$ cat config.mk
export PLATFORM = sky130hd
export DESIGN_NAME = polar_histogram_valley_finder
export DESIGN_NICKNAME = d
export VERILOG_FILES = /design/src/design/phvf_pkg.sv /design/src/design/phvf_front.sv /design/src/design/phvf_queue.sv /design/src/design/phvf_back.sv /design/src/design/polar_histogram_valley_finder.sv
export SDC_FILE = /design/constraint.sdc
export NUM_CORES = 1
export LEC_CHECK = 0
export BUFFER_PORTS_ARGS = -buffer_cell sky130_fd_sc_hd__buf_2
export CORE_ASPECT_RATIO = 1.4
export CORE_MARGIN = 1.5
export CORE_UTILIZATION = 45
export DETAILED_ROUTE_END_ITERATION = 6
export GPL_TIMING_DRIVEN = 0
export PLACE_DENSITY = 0.73
export SKIP_LAST_GASP = 1
export SYNTH_ARGS = -nofsm -noshare
export SYNTH_HDL_FRONTEND = slang
export SYNTH_SLANG_ARGS = --single-unit
$ cat constraint.sdc
create_clock -name clk -period 10.5 [get_ports clk]
set_input_delay 1.05 -clock clk [delete_from_list [all_inputs] [get_ports clk]]
set_output_delay 1.05 -clock clk [all_outputs]
set_load 0.01 [all_outputs]
$ cat src/design/phvf_pkg.sv
// ----------------------------------------------------------------------------
// phvf_pkg: shared types and constants for the polar histogram valley finder
// Field widths, register indexes, reset values and the front-to-back word.
// ----------------------------------------------------------------------------
package phvf_pkg;

    // Defaults for the top-level parameters
    localparam int DEF_MAX_SECTORS    = 512;
    localparam int DEF_MAX_HALF_WIDTH = 16;

    // Depth of the queue between front and back
    localparam int QUEUE_DEPTH = 2;

    // Field widths fixed by the interface
    localparam int CERT_W     = 8;
    localparam int HALF_CFG_W = 5;
    localparam int THR_W      = 8;
    localparam int MINW_W     = 9;
    localparam int CFG_IDX_W  = 2;
    localparam int CFG_DATA_W = 9;
    localparam int SI_W       = 9;
    localparam int WGT_W      = 8;
    localparam int VB_W       = 10;
    localparam int VW_W       = 9;

    // Configuration register indexes
    localparam logic [CFG_IDX_W-1:0] CFG_HALF_WIDTH = 2'd0;
    localparam logic [CFG_IDX_W-1:0] CFG_THRESHOLD  = 2'd1;
    localparam logic [CFG_IDX_W-1:0] CFG_MIN_WIDTH  = 2'd2;

    // Configuration reset values
    localparam logic [HALF_CFG_W-1:0] RST_HALF_WIDTH = 5'd5;
    localparam logic [THR_W-1:0]      RST_THRESHOLD  = 8'd5;
    localparam logic [MINW_W-1:0]     RST_MIN_WIDTH  = 9'd17;

    // Saturation limit of the smoothed weight
    localparam logic [WGT_W-1:0] WGT_MAX = 8'hFF;

    // Classified input word handed from front to back
    typedef struct packed {
        logic [CERT_W-1:0] certainty;
        logic              last;
    } phvf_cmd_t;

    // One result word
    typedef struct packed {
        logic [SI_W-1:0]  sector_index;
        logic [WGT_W-1:0] smoothed_weight;
        logic             is_safe;
        logic             valley_found;
        logic [VB_W-1:0]  valley_begin;
        logic [VW_W-1:0]  valley_width;
        logic             last_of_scan;
    } phvf_result_t;

endpackage

$ cat src/design/phvf_front.sv
// ----------------------------------------------------------------------------
// phvf_front: input acceptor and scan classifier
// Counts sectors of the scan and marks the word that ends it.
// ----------------------------------------------------------------------------
module phvf_front
    import phvf_pkg::*;
#(
    parameter int MAX_SECTORS = DEF_MAX_SECTORS
)
(
    input  logic              clk,
    input  logic              rst_n,
    input  logic              in_valid,
    output logic              in_ready,
    input  logic [CERT_W-1:0] certainty,
    input  logic              end_of_scan,
    output logic              q_push,
    output phvf_cmd_t         q_cmd,
    input  logic              q_full
);

    localparam int SEC_W = $clog2(MAX_SECTORS + 1);

    logic [SEC_W-1:0] count_reg;
    logic [SEC_W-1:0] count_next;
    logic [SEC_W-1:0] count_inc;
    logic             last;

    assign in_ready  = !q_full;
    assign q_push    = in_valid && in_ready;
    assign count_inc = count_reg + SEC_W'(1);

    // Force scan end once the sector limit is reached
    assign last = end_of_scan || (count_inc >= SEC_W'(MAX_SECTORS));

    assign q_cmd.certainty = certainty;
    assign q_cmd.last      = last;

    always_comb
    begin
        count_next = count_reg;
        if (q_push)
        begin
            count_next = last ? '0 : count_inc;
        end
    end

    always_ff @(posedge clk or negedge rst_n)
    begin
        if (!rst_n)
        begin
            count_reg <= '0;
        end
        else
        begin
            count_reg <= count_next;
        end
    end

endmodule

$ cat src/design/phvf_queue.sv
// ----------------------------------------------------------------------------
// phvf_queue: short word queue between front and back
// Lets the front keep accepting while the back works on a word.
// ----------------------------------------------------------------------------
module phvf_queue
    import phvf_pkg::*;
(
    input  logic      clk,
    input  logic      rst_n,
    input  logic      push,
    input  phvf_cmd_t push_cmd,
    output logic      full,
    input  logic      pop,
    output logic      valid,
    output phvf_cmd_t pop_cmd
);

    localparam int PW = (QUEUE_DEPTH > 1) ? $clog2(QUEUE_DEPTH) : 1;
    localparam int CW = $clog2(QUEUE_DEPTH + 1);

    phvf_cmd_t       slot_reg [QUEUE_DEPTH];
    logic [PW-1:0]   wr_ptr_reg;
    logic [PW-1:0]   wr_ptr_next;
    logic [PW-1:0]   rd_ptr_reg;
    logic [PW-1:0]   rd_ptr_next;
    logic [CW-1:0]   cnt_reg;
    logic [CW-1:0]   cnt_next;
    logic            do_pop;

    assign full    = (cnt_reg == CW'(QUEUE_DEPTH));
    assign valid   = (cnt_reg != '0);
    assign pop_cmd = slot_reg[rd_ptr_reg];
    assign do_pop  = pop && valid;

    always_comb
    begin
        wr_ptr_next = wr_ptr_reg;
        rd_ptr_next = rd_ptr_reg;
        cnt_next    = cnt_reg;
        if (push)
        begin
            wr_ptr_next = (wr_ptr_reg == PW'(QUEUE_DEPTH - 1)) ? '0 : wr_ptr_reg + PW'(1);
        end
        if (do_pop)
        begin
            rd_ptr_next = (rd_ptr_reg == PW'(QUEUE_DEPTH - 1)) ? '0 : rd_ptr_reg + PW'(1);
        end
        if (push && !do_pop)
        begin
            cnt_next = cnt_reg + CW'(1);
        end
        else if (do_pop && !push)
        begin
            cnt_next = cnt_reg - CW'(1);
        end
    end

    always_ff @(posedge clk or negedge rst_n)
    begin
        if (!rst_n)
        begin
            wr_ptr_reg <= '0;
            rd_ptr_reg <= '0;
            cnt_reg    <= '0;
        end
        else
        begin
            wr_ptr_reg <= wr_ptr_next;
            rd_ptr_reg <= rd_ptr_next;
            cnt_reg    <= cnt_next;
        end
    end

    always_ff @(posedge clk)
    begin
        if (push)
        begin
            slot_reg[wr_ptr_reg] <= push_cmd;
        end
    end

`ifndef ASSERT_OFF
    a_no_overflow: assert property (@(posedge clk) disable iff (!rst_n)
        push |-> (!full || do_pop))
        else $error("queue written while full");
`endif

endmodule

$ cat src/design/phvf_back.sv
// ----------------------------------------------------------------------------
// phvf_back: window smoother, divider and valley tracker
// Holds the certainty window, runs one multiply-accumulate per cycle over the
// triangular window, divides by 2L+1 one bit per cycle, then grades valleys.
// ----------------------------------------------------------------------------
module phvf_back
    import phvf_pkg::*;
#(
    parameter int MAX_SECTORS    = DEF_MAX_SECTORS,
    parameter int MAX_HALF_WIDTH = DEF_MAX_HALF_WIDTH
)
(
    input  logic                  clk,
    input  logic                  rst_n,
    input  logic                  q_valid,
    input  phvf_cmd_t             q_cmd,
    output logic                  q_pop,
    input  logic [HALF_CFG_W-1:0] cfg_half,
    input  logic [THR_W-1:0]      cfg_threshold,
    input  logic [MINW_W-1:0]     cfg_min_width,
    output logic                  out_valid,
    input  logic                  out_ready,
    output phvf_result_t          out_res
);

    localparam int SEC_W = $clog2(MAX_SECTORS + 1);
    localparam int HW    = $clog2(MAX_HALF_WIDTH + 1);
    localparam int WIN_D = 2 * MAX_HALF_WIDTH - 1;
    localparam int AG_W  = (WIN_D > 1) ? $clog2(WIN_D) : 1;
    localparam int KW    = AG_W;
    localparam int NW    = (SEC_W > HW) ? SEC_W : HW;
    localparam int J_W   = NW + 2;
    localparam int CLW   = (HW > HALF_CFG_W) ? HW : HALF_CFG_W;
    localparam int SUM_W = $clog2(256 * MAX_HALF_WIDTH * MAX_HALF_WIDTH);
    localparam int D_W   = HW + 1;
    localparam int DC_W  = $clog2(SUM_W + 1);
    localparam int AW    = ((SEC_W > VB_W) ? SEC_W : VB_W) + 2;

    typedef enum logic [4:0] {
        ST_IDLE   = 5'b00001,
        ST_START  = 5'b00010,
        ST_MAC    = 5'b00100,
        ST_DIV    = 5'b01000,
        ST_RESULT = 5'b10000
    } phvf_state_t;

    phvf_state_t         state_reg, state_next;
    logic [CERT_W-1:0]   win_reg [WIN_D];
    logic [SEC_W-1:0]    n_reg, n_next;
    logic [HW-1:0]       half_reg, half_next;
    logic                last_reg, last_next;
    logic [SEC_W-1:0]    i_reg, i_next;
    logic [SEC_W-1:0]    i_end_reg, i_end_next;
    logic signed [J_W-1:0] j_reg, j_next;
    logic [KW-1:0]       k_reg, k_next;
    logic [HW-1:0]       wt_reg, wt_next;
    logic [SUM_W-1:0]    sum_reg, sum_next;
    logic [D_W-1:0]      rem_reg, rem_next;
    logic [SUM_W-1:0]    quo_reg, quo_next;
    logic [DC_W-1:0]     dcnt_reg, dcnt_next;
    logic                flag_reg, flag_next;
    logic [VB_W-1:0]     vstart_reg, vstart_next;
    logic                out_valid_reg, out_valid_next;
    phvf_result_t        out_res_reg, out_res_next;

    logic                load;
    logic [CLW-1:0]      cfg_half_ext;
    logic [HW-1:0]       half_clamped;
    logic [HW-1:0]       l_eff;
    logic [SEC_W-1:0]    n_inc;
    logic                enough;
    logic [SEC_W-1:0]    i_first;
    logic signed [J_W-1:0] age_full;
    logic                j_in_scan;
    logic [CERT_W-1:0]   tap;
    logic [CERT_W+HW-1:0] prod;
    logic [SUM_W-1:0]    sum_acc;
    logic [KW-1:0]       k_last;
    logic [D_W-1:0]      divisor;
    logic [D_W:0]        trial;
    logic [WGT_W-1:0]    weight;
    logic                safe;
    logic signed [AW-1:0] angle;
    logic                found;
    logic [VB_W-1:0]     start_cand;
    phvf_result_t        res;

    // Half width in use: latch at first sector, clamp into 1..MAX_HALF_WIDTH
    assign cfg_half_ext = CLW'(cfg_half);
    always_comb
    begin
        if (cfg_half_ext == '0)
        begin
            half_clamped = HW'(1);
        end
        else if (cfg_half_ext > CLW'(MAX_HALF_WIDTH))
        begin
            half_clamped = HW'(MAX_HALF_WIDTH);
        end
        else
        begin
            half_clamped = cfg_half_ext[HW-1:0];
        end
    end

    assign l_eff   = (n_reg == '0) ? half_clamped : half_reg;
    assign n_inc   = n_reg + SEC_W'(1);
    assign enough  = (NW'(n_inc) >= NW'(l_eff));
    assign i_first = SEC_W'(NW'(n_inc) - NW'(l_eff));

    // Window tap for sector j; sectors outside the scan read as zero
    assign age_full  = $signed(J_W'(n_reg)) - $signed(J_W'(1)) - j_reg;
    assign j_in_scan = !j_reg[J_W-1] && (j_reg < $signed(J_W'(n_reg)));
    assign tap       = j_in_scan ? win_reg[age_full[AG_W-1:0]] : '0;
    assign prod      = (CERT_W+HW)'(tap) * (CERT_W+HW)'(wt_reg);
    assign sum_acc   = sum_reg + SUM_W'(prod);
    assign k_last    = KW'({half_reg, 1'b0} - D_W'(2));

    // Restoring division step by 2L+1
    assign divisor = {half_reg, 1'b1};
    assign trial   = {rem_reg, quo_reg[SUM_W-1]};

    // Grade the finished sector
    assign weight     = (quo_reg > SUM_W'(WGT_MAX)) ? WGT_MAX : quo_reg[WGT_W-1:0];
    assign safe       = (weight < cfg_threshold);
    assign angle      = $signed(AW'(i_reg)) - $signed(AW'(1)) - $signed(AW'(vstart_reg));
    assign found      = flag_reg && !safe && (angle >= $signed(AW'(cfg_min_width)));
    assign start_cand = VB_W'({1'b0, i_reg} + (SEC_W+1)'(1));

    always_comb
    begin
        res.sector_index    = SI_W'(i_reg);
        res.smoothed_weight = weight;
        res.is_safe         = safe;
        res.valley_found    = found;
        res.valley_begin    = found ? vstart_reg : '0;
        res.valley_width    = found ? angle[VW_W-1:0] : '0;
        res.last_of_scan    = last_reg && (i_reg == i_end_reg);
    end

    always_comb
    begin
        state_next   = state_reg;
        n_next       = n_reg;
        half_next    = half_reg;
        last_next    = last_reg;
        i_next       = i_reg;
        i_end_next   = i_end_reg;
        j_next       = j_reg;
        k_next       = k_reg;
        wt_next      = wt_reg;
        sum_next     = sum_reg;
        rem_next     = rem_reg;
        quo_next     = quo_reg;
        dcnt_next    = dcnt_reg;
        flag_next    = flag_reg;
        vstart_next  = vstart_reg;
        out_res_next = out_res_reg;
        q_pop        = 1'b0;
        load         = 1'b0;

        unique case (state_reg)
            ST_IDLE:
            begin
                if (q_valid)
                begin
                    q_pop     = 1'b1;
                    n_next    = n_inc;
                    half_next = l_eff;
                    last_next = q_cmd.last;
                    if (q_cmd.last)
                    begin
                        // Flush the remaining sectors of the scan
                        i_next     = enough ? i_first : '0;
                        i_end_next = n_inc - SEC_W'(1);
                        state_next = ST_START;
                    end
                    else if (enough)
                    begin
                        i_next     = i_first;
                        i_end_next = i_first;
                        state_next = ST_START;
                    end
                end
            end

            ST_START:
            begin
                j_next     = $signed(J_W'(i_reg)) - $signed(J_W'(half_reg)) + $signed(J_W'(1));
                k_next     = '0;
                wt_next    = HW'(1);
                sum_next   = '0;
                state_next = ST_MAC;
            end

            ST_MAC:
            begin
                sum_next = sum_acc;
                j_next   = j_reg + $signed(J_W'(1));
                k_next   = k_reg + KW'(1);
                if ((D_W'(k_reg) + D_W'(1)) < D_W'(half_reg))
                begin
                    wt_next = wt_reg + HW'(1);
                end
                else
                begin
                    wt_next = wt_reg - HW'(1);
                end
                if (k_reg == k_last)
                begin
                    // Add L for round-to-nearest, then divide
                    quo_next   = sum_acc + SUM_W'(half_reg);
                    rem_next   = '0;
                    dcnt_next  = '0;
                    state_next = ST_DIV;
                end
            end

            ST_DIV:
            begin
                if (trial >= (D_W+1)'(divisor))
                begin
                    rem_next = D_W'(trial - (D_W+1)'(divisor));
                    quo_next = {quo_reg[SUM_W-2:0], 1'b1};
                end
                else
                begin
                    rem_next = trial[D_W-1:0];
                    quo_next = {quo_reg[SUM_W-2:0], 1'b0};
                end
                dcnt_next = dcnt_reg + DC_W'(1);
                if (dcnt_reg == DC_W'(SUM_W - 1))
                begin
                    state_next = ST_RESULT;
                end
            end

            ST_RESULT:
            begin
                if (!out_valid_reg || out_ready)
                begin
                    load         = 1'b1;
                    out_res_next = res;
                    if (!flag_reg && safe)
                    begin
                        flag_next   = 1'b1;
                        vstart_next = start_cand;
                    end
                    else if (flag_reg && !safe)
                    begin
                        flag_next = 1'b0;
                    end
                    if (i_reg == i_end_reg)
                    begin
                        if (last_reg)
                        begin
                            // Drop any valley still open at scan end
                            n_next    = '0;
                            flag_next = 1'b0;
                        end
                        state_next = ST_IDLE;
                    end
                    else
                    begin
                        i_next     = i_reg + SEC_W'(1);
                        state_next = ST_START;
                    end
                end
            end

            default:
            begin
                state_next = ST_IDLE;
            end
        endcase

        if (load)
        begin
            out_valid_next = 1'b1;
        end
        else if (out_ready)
        begin
            out_valid_next = 1'b0;
        end
        else
        begin
            out_valid_next = out_valid_reg;
        end
    end

    always_ff @(posedge clk or negedge rst_n)
    begin
        if (!rst_n)
        begin
            state_reg     <= ST_IDLE;
            n_reg         <= '0;
            flag_reg      <= 1'b0;
            out_valid_reg <= 1'b0;
        end
        else
        begin
            state_reg     <= state_next;
            n_reg         <= n_next;
            flag_reg      <= flag_next;
            out_valid_reg <= out_valid_next;
        end
    end

    always_ff @(posedge clk)
    begin
        half_reg    <= half_next;
        last_reg    <= last_next;
        i_reg       <= i_next;
        i_end_reg   <= i_end_next;
        j_reg       <= j_next;
        k_reg       <= k_next;
        wt_reg      <= wt_next;
        sum_reg     <= sum_next;
        rem_reg     <= rem_next;
        quo_reg     <= quo_next;
        dcnt_reg    <= dcnt_next;
        vstart_reg  <= vstart_next;
        out_res_reg <= out_res_next;
    end

    // Certainty shift line, newest at tap zero
    always_ff @(posedge clk)
    begin
        if (q_pop)
        begin
            win_reg[0] <= q_cmd.certainty;
            for (int t = 1; t < WIN_D; t++)
            begin
                win_reg[t] <= win_reg[t-1];
            end
        end
    end

    assign out_valid = out_valid_reg;
    assign out_res   = out_res_reg;

`ifndef ASSERT_OFF
    a_mac_bound: assert property (@(posedge clk) disable iff (!rst_n)
        (state_reg == ST_MAC) |-> (k_reg <= k_last))
        else $error("window step past its end");

    a_found_unsafe: assert property (@(posedge clk) disable iff (!rst_n)
        (out_valid_reg && out_res_reg.valley_found) |-> !out_res_reg.is_safe)
        else $error("valley reported on a safe sector");

    a_scan_close: assert property (@(posedge clk) disable iff (!rst_n)
        (load && last_reg && (i_reg == i_end_reg)) |=> ((n_reg == '0) && !flag_reg))
        else $error("scan state not cleared at scan end");

    a_count_bound: assert property (@(posedge clk) disable iff (!rst_n)
        n_reg <= SEC_W'(MAX_SECTORS))
        else $error("sector count beyond limit");
`endif

endmodule

$ cat src/design/polar_histogram_valley_finder.sv
// ----------------------------------------------------------------------------
// polar_histogram_valley_finder: polar histogram smoother and valley finder
// Flow: an idle back end pops an accepted word in the cycle after it is accepted;
//   each result passes ST_START, one window step per cycle over 2L-1 sectors in
//   ST_MAC, one quotient bit per cycle in ST_DIV (SUM_W = 16 at MAX_HALF_WIDTH =
//   16), ST_RESULT. A scan's final word yields up to L results, one after another.
// Reset: rst_n clears all control state; registers return to L=5, thr=5, min=17.
// ----------------------------------------------------------------------------
module polar_histogram_valley_finder
    import phvf_pkg::*;
#(
    parameter int MAX_SECTORS    = DEF_MAX_SECTORS,
    parameter int MAX_HALF_WIDTH = DEF_MAX_HALF_WIDTH
)
(
    input  logic                  clk,
    input  logic                  rst_n,

    // Input channel: one certainty word per sector
    input  logic                  in_valid,
    output logic                  in_ready,
    input  logic [CERT_W-1:0]     certainty,
    input  logic                  end_of_scan,

    // Result channel: one word per smoothed sector
    output logic                  out_valid,
    input  logic                  out_ready,
    output logic [SI_W-1:0]       sector_index,
    output logic [WGT_W-1:0]      smoothed_weight,
    output logic                  is_safe,
    output logic                  valley_found,
    output logic [VB_W-1:0]       valley_begin,
    output logic [VW_W-1:0]       valley_width,
    output logic                  last_of_scan,

    // Configuration write channel
    input  logic                  cfg_valid,
    output logic                  cfg_ready,
    input  logic [CFG_IDX_W-1:0]  cfg_index,
    input  logic [CFG_DATA_W-1:0] cfg_data
);

    logic [HALF_CFG_W-1:0] half_width_reg;
    logic [THR_W-1:0]      threshold_reg;
    logic [MINW_W-1:0]     min_width_reg;

    logic         q_push;
    logic         q_full;
    logic         q_valid;
    logic         q_pop;
    phvf_cmd_t    push_cmd;
    phvf_cmd_t    pop_cmd;
    phvf_result_t res;

    // Configuration registers take writes at any time; the half width is
    // latched by the back end at each scan's first sector, the threshold and
    // minimum valley width act on the next graded sector.
    assign cfg_ready = 1'b1;

    always_ff @(posedge clk or negedge rst_n)
    begin
        if (!rst_n)
        begin
            half_width_reg <= RST_HALF_WIDTH;
            threshold_reg  <= RST_THRESHOLD;
            min_width_reg  <= RST_MIN_WIDTH;
        end
        else if (cfg_valid && cfg_ready)
        begin
            unique case (cfg_index)
                CFG_HALF_WIDTH: half_width_reg <= cfg_data[HALF_CFG_W-1:0];
                CFG_THRESHOLD:  threshold_reg  <= cfg_data[THR_W-1:0];
                CFG_MIN_WIDTH:  min_width_reg  <= cfg_data[MINW_W-1:0];
                default:        ;
            endcase
        end
    end

    // Front end: accept words, count sectors, flag the one that ends the scan
    phvf_front #(
        .MAX_SECTORS (MAX_SECTORS)
    ) u_front (
        .clk         (clk),
        .rst_n       (rst_n),
        .in_valid    (in_valid),
        .in_ready    (in_ready),
        .certainty   (certainty),
        .end_of_scan (end_of_scan),
        .q_push      (q_push),
        .q_cmd       (push_cmd),
        .q_full      (q_full)
    );

    // Hold classified words while the back end is busy with earlier ones
    phvf_queue u_queue (
        .clk      (clk),
        .rst_n    (rst_n),
        .push     (q_push),
        .push_cmd (push_cmd),
        .full     (q_full),
        .pop      (q_pop),
        .valid    (q_valid),
        .pop_cmd  (pop_cmd)
    );

    // Back end: window, multiply-accumulate, divider, valley grading and the
    // output register that parts it from the result channel
    phvf_back #(
        .MAX_SECTORS    (MAX_SECTORS),
        .MAX_HALF_WIDTH (MAX_HALF_WIDTH)
    ) u_back (
        .clk           (clk),
        .rst_n         (rst_n),
        .q_valid       (q_valid),
        .q_cmd         (pop_cmd),
        .q_pop         (q_pop),
        .cfg_half      (half_width_reg),
        .cfg_threshold (threshold_reg),
        .cfg_min_width (min_width_reg),
        .out_valid     (out_valid),
        .out_ready     (out_ready),
        .out_res       (res)
    );

    // Unpack the result word onto its field ports
    assign sector_index    = res.sector_index;
    assign smoothed_weight = res.smoothed_weight;
    assign is_safe         = res.is_safe;
    assign valley_found    = res.valley_found;
    assign valley_begin    = res.valley_begin;
    assign valley_width    = res.valley_width;
    assign last_of_scan    = res.last_of_scan;

endmodule
Word-level counts from Yosys, hierarchy flattened
Memory sizes are Yosys's and may differ from the RTL's.
Index checks and enable logic that the tools add are counted.
Word-level totals
  bits in registers: 193
  RAM bits: 266
  input bits: 25
  memories: 2
Cells by class
  add/subtract/negate cells: 26
  multipliers: 1
  order comparisons: 9
  eq/ne operators: 19
  mux-type cells: 58
  reduce and logical (&&, ||, !) cells: 39
Memories
  u_back.win_reg: depth 31, width 8, rd ports 31, clocked after Yosys merged registers in 0, write ports 31, line phvf_back.sv:48  | logic [CERT_W-1:0] win_reg [WIN_D];
  u_queue.slot_reg: depth 2, width 9, rd ports 1, clocked after Yosys merged registers in 0, write ports 1, line phvf_queue.sv:21  | phvf_cmd_t slot_reg [QUEUE_DEPTH];
Operator list (count)
  $mux W10: 12
  $pmux W16 S2: 2
  $mux W5: 11
  $add A10 B1 Y10 const B: 4
  $pmux W10 S2: 2
  $pmux W5 S2: 3
  $pmux W5 S5: 1
  $add A12 B2 Y12 const B: 2
  $pmux W12 S2: 1
  $mux W1: 17
  $add A16 B13 Y16: 1
  $add A16 B5 Y16: 1
  $gt A16 B8 Y1 const B: 1
  $mux W16: 1
  $mux W8: 2
  $add A5 B1 Y5 const B: 3
  $reduce_and A5 Y1: 3
  $reduce_bool A2 Y1: 7
  $mul A8 B5 Y13: 1
  $ge A12 B10 Y1: 1
  $lt A12 B11 Y1: 1
  $mux W6: 2
  $pmux W6 S2: 1
  $reduce_and A2 Y1: 6
  39 further kinds: 66

Depth between registers and ports, before layout
  depth after elaboration: 9
  gate-level depth with buffers: 26
  depth with buffers taken out: 26

Modules after synthesis
Synthesis repeated with hierarchy kept, for this count alone.
Unflattened totals
  cell total of the unflattened synthesis: 1721
  area total of the unflattened synthesis: 23558.8 µm²
By module, submodules not included
  phvf_back: instances 1, cells an instance 1560, area an instance 21185.3 µm², sequential area each 12077.8 µm²
  polar_histogram_valley_finder: instances 1, cells an instance 49, area an instance 858.3 µm², sequential area each 558.0 µm²
  phvf_queue: instances 1, cells an instance 44, area an instance 850.8 µm², sequential area each 640.6 µm²
  phvf_front: instances 1, cells an instance 68, area an instance 664.4 µm², sequential area each 250.2 µm²

Worst setup path after synthesis
Ideal clock, no wire load.
  path type: register to register
  start: register u_back.state_reg[2]
  end: register u_back.n_reg[6]
  arrival: 8656 ps
  slack: 1747 ps
  stages on the path, launching flop included: 9
  buffers on the path: 1
  period minus slack after synthesis: 8753 ps
  cell sequence: dfrtp_1 clkbuf_1 nor2_1 nand3_1 or2_2 clkinv_1 a21oi_1 a21oi_1 o21ai_0
Between the ends
  word-level cells in the longest chain between the ends: 3
  elaborated cells between the ends (all ways): 9
Ends and longest elaborated chain
  from (decl): line phvf_back.sv:47  | phvf_state_t state_reg, state_next;
  from (signal assigned): line phvf_back.sv:302  | state_reg <= state_next;
  $eq A5 B5 Y1 or $eq A5 B1 Y1 (tied branches): line phvf_back.sv:162  | unique case (state_reg)
  $ne A2 B1 Y1 (no source line), or another cell as far along
  $reduce_and A5 Y1 (no source line)
  to (signal assigned): line phvf_back.sv:303  | n_reg <= n_next;
  to (decl): line phvf_back.sv:49  | logic [SEC_W-1:0] n_reg, n_next;
Several ways; a longest one is shown, not always the timed one.
A chain may end at the register's enable or synchronous reset.

Worst setup path in the final report
  start: register u_back.n_reg[0]
  end: register u_back.quo_reg[15] (data pin)
Between the ends
  word-level cells in the longest chain between the ends: 9
  elaborated cells between the ends (all ways): 11
Ends and longest elaborated chain
  $sub A5 B1 Y5: line phvf_back.sv:112  | assign age_full = $signed(J_W'(n_reg)) - $signed(J_W'(1)) - j_reg;
  $sub A5 B5 Y5: line phvf_back.sv:112
  $mem_v2 Z31 W8
  $mux W8 *: line phvf_back.sv:114  | assign tap = j_in_scan ? win_reg[age_full[AG_W-1:0]] : '0;
  $mul A8 B5 Y13 *: line phvf_back.sv:115  | assign prod = (CERT_W+HW)'(tap) * (CERT_W+HW)'(wt_reg);
  $add A16 B13 Y16 *: line phvf_back.sv:116  | assign sum_acc = sum_reg + SUM_W'(prod);
  $add A16 B5 Y16 *: line phvf_back.sv:212  | quo_next = sum_acc + SUM_W'(half_reg);
  $mux W16 *: line phvf_back.sv:209  | if (k_reg == k_last)
  $pmux W16 S2 *: line phvf_back.sv:162
  net u_back.quo_next[15]: line phvf_back.sv:59  | logic [SUM_W-1:0] quo_reg, quo_next;
  to (signal assigned): line phvf_back.sv:320  | quo_reg <= quo_next;
  to (decl): line phvf_back.sv:59
Mark *: on every way through the listed nets, which the timed path passes. The rest lies on a longest branch. The select of a mux whose other input is x is not followed.

==> flow_summary_export.csv <==
group,metric,value,unit
outcome,status,"completed",
floorplan,start_util,45.56,%
synth,synth_edf_count,406,
detailed_routing,routedWlPerCell,18.99,um
floorplan,coreArea,51010,sq um
timing,worst_slack,2.261,ns
timing,post-route-min-period,8.239,ns
global_routing,antenna_found_initial,0,
global_routing,grt_overflow,0,
clock_network,h-tree-depth,2,
layout,largest_reg_flops,248,
synth,ys.flop_type,"edfxtp_1",
clock_network,cts.sinks,459,
setup_path,path_class,"reg2reg",
timing,rsz0062_at_grt,"false",
detailed_routing,dr.pass1.iters,5,
clock_network,cts_buffer_depth,3,
layout,nets,1974,
layout,multi_input_area,8976,sq um
layout,finalInstanceArea,26030,sq um
synth,yosysTopAreaCellShare,52.46,%
global_routing,grt_max_degree,101,
timing,drv_slew,0,
hold_path,hold_path_class,"reg2reg",
layout,seq_area,13530,sq um
clock_network,cts_tree,"built",
timing,finalCritPeriodShare,78.47,%
global_routing,grt.total_usage,18.22,%
synth,syn_area,23240,sq um
placement,gp_congestion,0.9078,
floorplan,rows,98,
setup_path,critPathRequiredTime,10.83,ns
synth,synth_area_per_cell,13.72,sq um
detailed_routing,drt_iter0_markers,1134,
clock_network,cts_setup_buffers,0,
detailed_routing,drc_errors,0,
layout,final_cell_mix,"406 x edfxtp_1, 121 x nor2_1, 112 x inv_1",
synth,async_flop_share,11.55,%
clock_network,post_cts_resized,0,
synth,synth_area_leaders,"edfxtp_1 52%, mux4_2 6.5%, ha_1 5.4%",
layout,layout-drive-gt1-share,16.63,%
timing,finalHoldViolations,0,
synth,synth_fp_nets,1855,
global_routing,grt_pass1_vias,14285,
synth,synth_seq_cells,459,
layout,syn_to_final_growth,12.00,%
timing,worst_pin_slew,1.359,ns
clock_network,cts_hold_buf,0,
global_routing,grt_pass1_wl,76.67,mm
clock_network,clkLatencyLatePin,0.61,ns
detailed_routing,via_per_inst,5.549,
synth,yosysWarnings,0,
synth,yosysUniqueCellTypes,82,
timing,max_freq,0.1214,GHz
placement,io_buffers,65,
floorplan,dieArea,53040,sq um
clock_network,clk_pin_slew,0.07,ns
placement,post-dp-hpwl,34.05,mm
placement,placed_area,24510,sq um
timing,slew_headroom,8.752,%
detailed_routing,detail-route-antenna-nets,0,
timing,setup_viol,0,
synth,synth_area_leader_cell,"edfxtp_1",
setup_path,worstPathArrival,8.57,ns
floorplan,ioPinCount,67,
layout,layout_commonest_cell,"edfxtp_1",
layout,utilization,51.03,%
setup_path,cp-start-kind,"flop",
timing,finClkSkew,0.02990,ns
synth,seq_area_frac_synth,58.21,%
clock_network,cts-root-buf,"clkbuf_16",
detailed_routing,routed_wirelength,47.41,mm
layout,diodes,0,
flow_run,cap_violations,0,
floorplan,die_x,195.1,um
detailed_routing,dr_total_vias,13851,
setup_path,worst_setup_path_end_kind,"flop",
setup_path,crit_fanout,10,
synth,postSynthCellCount,1694,
layout,n_fill_cell,4251,
floorplan,die_height,271.9,um
placement,dp_slack,2.143,ns
clock_network,cts-buffers-inserted,44,
==> cell families (layout without fill, tap and decap cells) <==
kind of cell               Yosys count  in the layout  synth area share (%)
AOI/OAI and AO/OA                  247            247                 6.838
buffers and inverters              176            328                 3.246
DFF                                459            459                 58.21
muxes                              134            134                 9.540
and+or+nand+nor                    423            423                 9.158
xor gates and xnor gates           118            118                 4.512
other                                1              1               0.01614
adders and majority gates          136            136                 8.485
==> metal layers <==
layer	GRT usage (%)	wire, um	part of all wire [%]	up-vias
met5	0	0	0	-
met4	8.670	1945	4.1	0
met3	2.254	1726	3.6	86
met2	32.68	24560	52	331
met1	21.73	19170	40	6940
li1	-	-	-	6494
==> cell usage after synthesis, types with 5 or more instances <==
library cell,count
nand2b_1,20
nor3b_1,6
nand2_1,84
o21ai_0,74
nor3_1,18
nand3b_1,7
buf_2,6
and2_1,25
a211oi_1,12
dfstp_2,7
nand3_1,39
clkbuf_1,35
o22ai_1,5
buf_4,12
fa_1,36
xnor2_1,76
ha_1,100
and3_1,35
o31ai_1,9
edfxtp_1,406
a21o_1,27
o21ai_1,13
nor2b_1,18
nor2_1,121
dfrtp_1,46
mux2_2,30
o21a_1,17
a21oi_1,50
inv_1,113
nor4_1,10
or2_1,6
nand4_1,6
or3_1,7
xor2_1,40
mux2i_1,37
mux4_2,67
or2_2,9
==> final timing paths <==
kind / from / end / slack [ns] / cells after the start
hold reg to reg: u_back.win_reg[23][0]$_DFFE_PP_ / u_back.win_reg[24][0]$_DFFE_PP_ / 0.43 / 0
setup reg to reg: u_back.n_reg[0]$_DFFE_PN0P_ / u_back.quo_reg[15]$_DFFE_PP_ / 2.26 / 25
setup / recovery: u_back.n_reg[0]$_DFFE_PN0P_ / u_back.quo_reg[15]$_DFFE_PP_ / 2.26 / 25
hold / removal: u_back.win_reg[23][0]$_DFFE_PP_ / u_back.win_reg[24][0]$_DFFE_PP_ / 0.43 / 0
max in group asynchronous: rst_n / min_width_reg[6]$_DFFE_PN0P_ / 9.51 / 1
min in group asynchronous: rst_n / u_front.count_reg[8]$_DFFE_PN0P_ / 0.47 / 1
==> layout make-up <==
class / count / area share [%]
Buffer: 60 / 1.226
Clock buffer: 52 / 4.461
Clock inverter: 27 / 1.322
Inverter: 116 / 1.692
Multi-Input combinational cell: 1059 / 34.49
Sequential cell: 459 / 51.97
Tap cell: 650 / 3.125
Timing Repair Buffer: 73 / 1.721
==> stage by stage <==
stage,setup TNS (ns),hold slack (ns),instances
floorplan,0,0.4206,1694
global placement,-12.60,0.4235,2409
detailed placement,0,0.4284,2417
CTS,0,0.4354,2496
global route,0,0.4473,2496
finish,0,0.4339,2496
==> worst max-delay path, cell delays in order, from the launching register on <==
cell      delay, ns
dfrtp_1        0.44
ha_1           0.24
fa_1           0.53
buf_4          0.18
buf_4          0.24
clkbuf_1       0.64
mux4_2         0.43
a211oi_1       0.27
a21oi_1        0.06
mux2i_1        0.88
nor2_1         0.16
fa_1           0.51
fa_1           0.54
inv_1          0.05
fa_1           0.52
inv_1          0.04
ha_1           0.29
buf_6          0.14
a211o_1        0.32
a221oi_2       0.33
o211a_1        0.19
a311o_2        0.17
nand4_2        0.15
nor4_2         0.32
xor2_1         0.21
a21oi_1        0.09
Power is not shown: default switching activity piles up to over one toggle a cycle in this logic, so the estimate is an artifact.
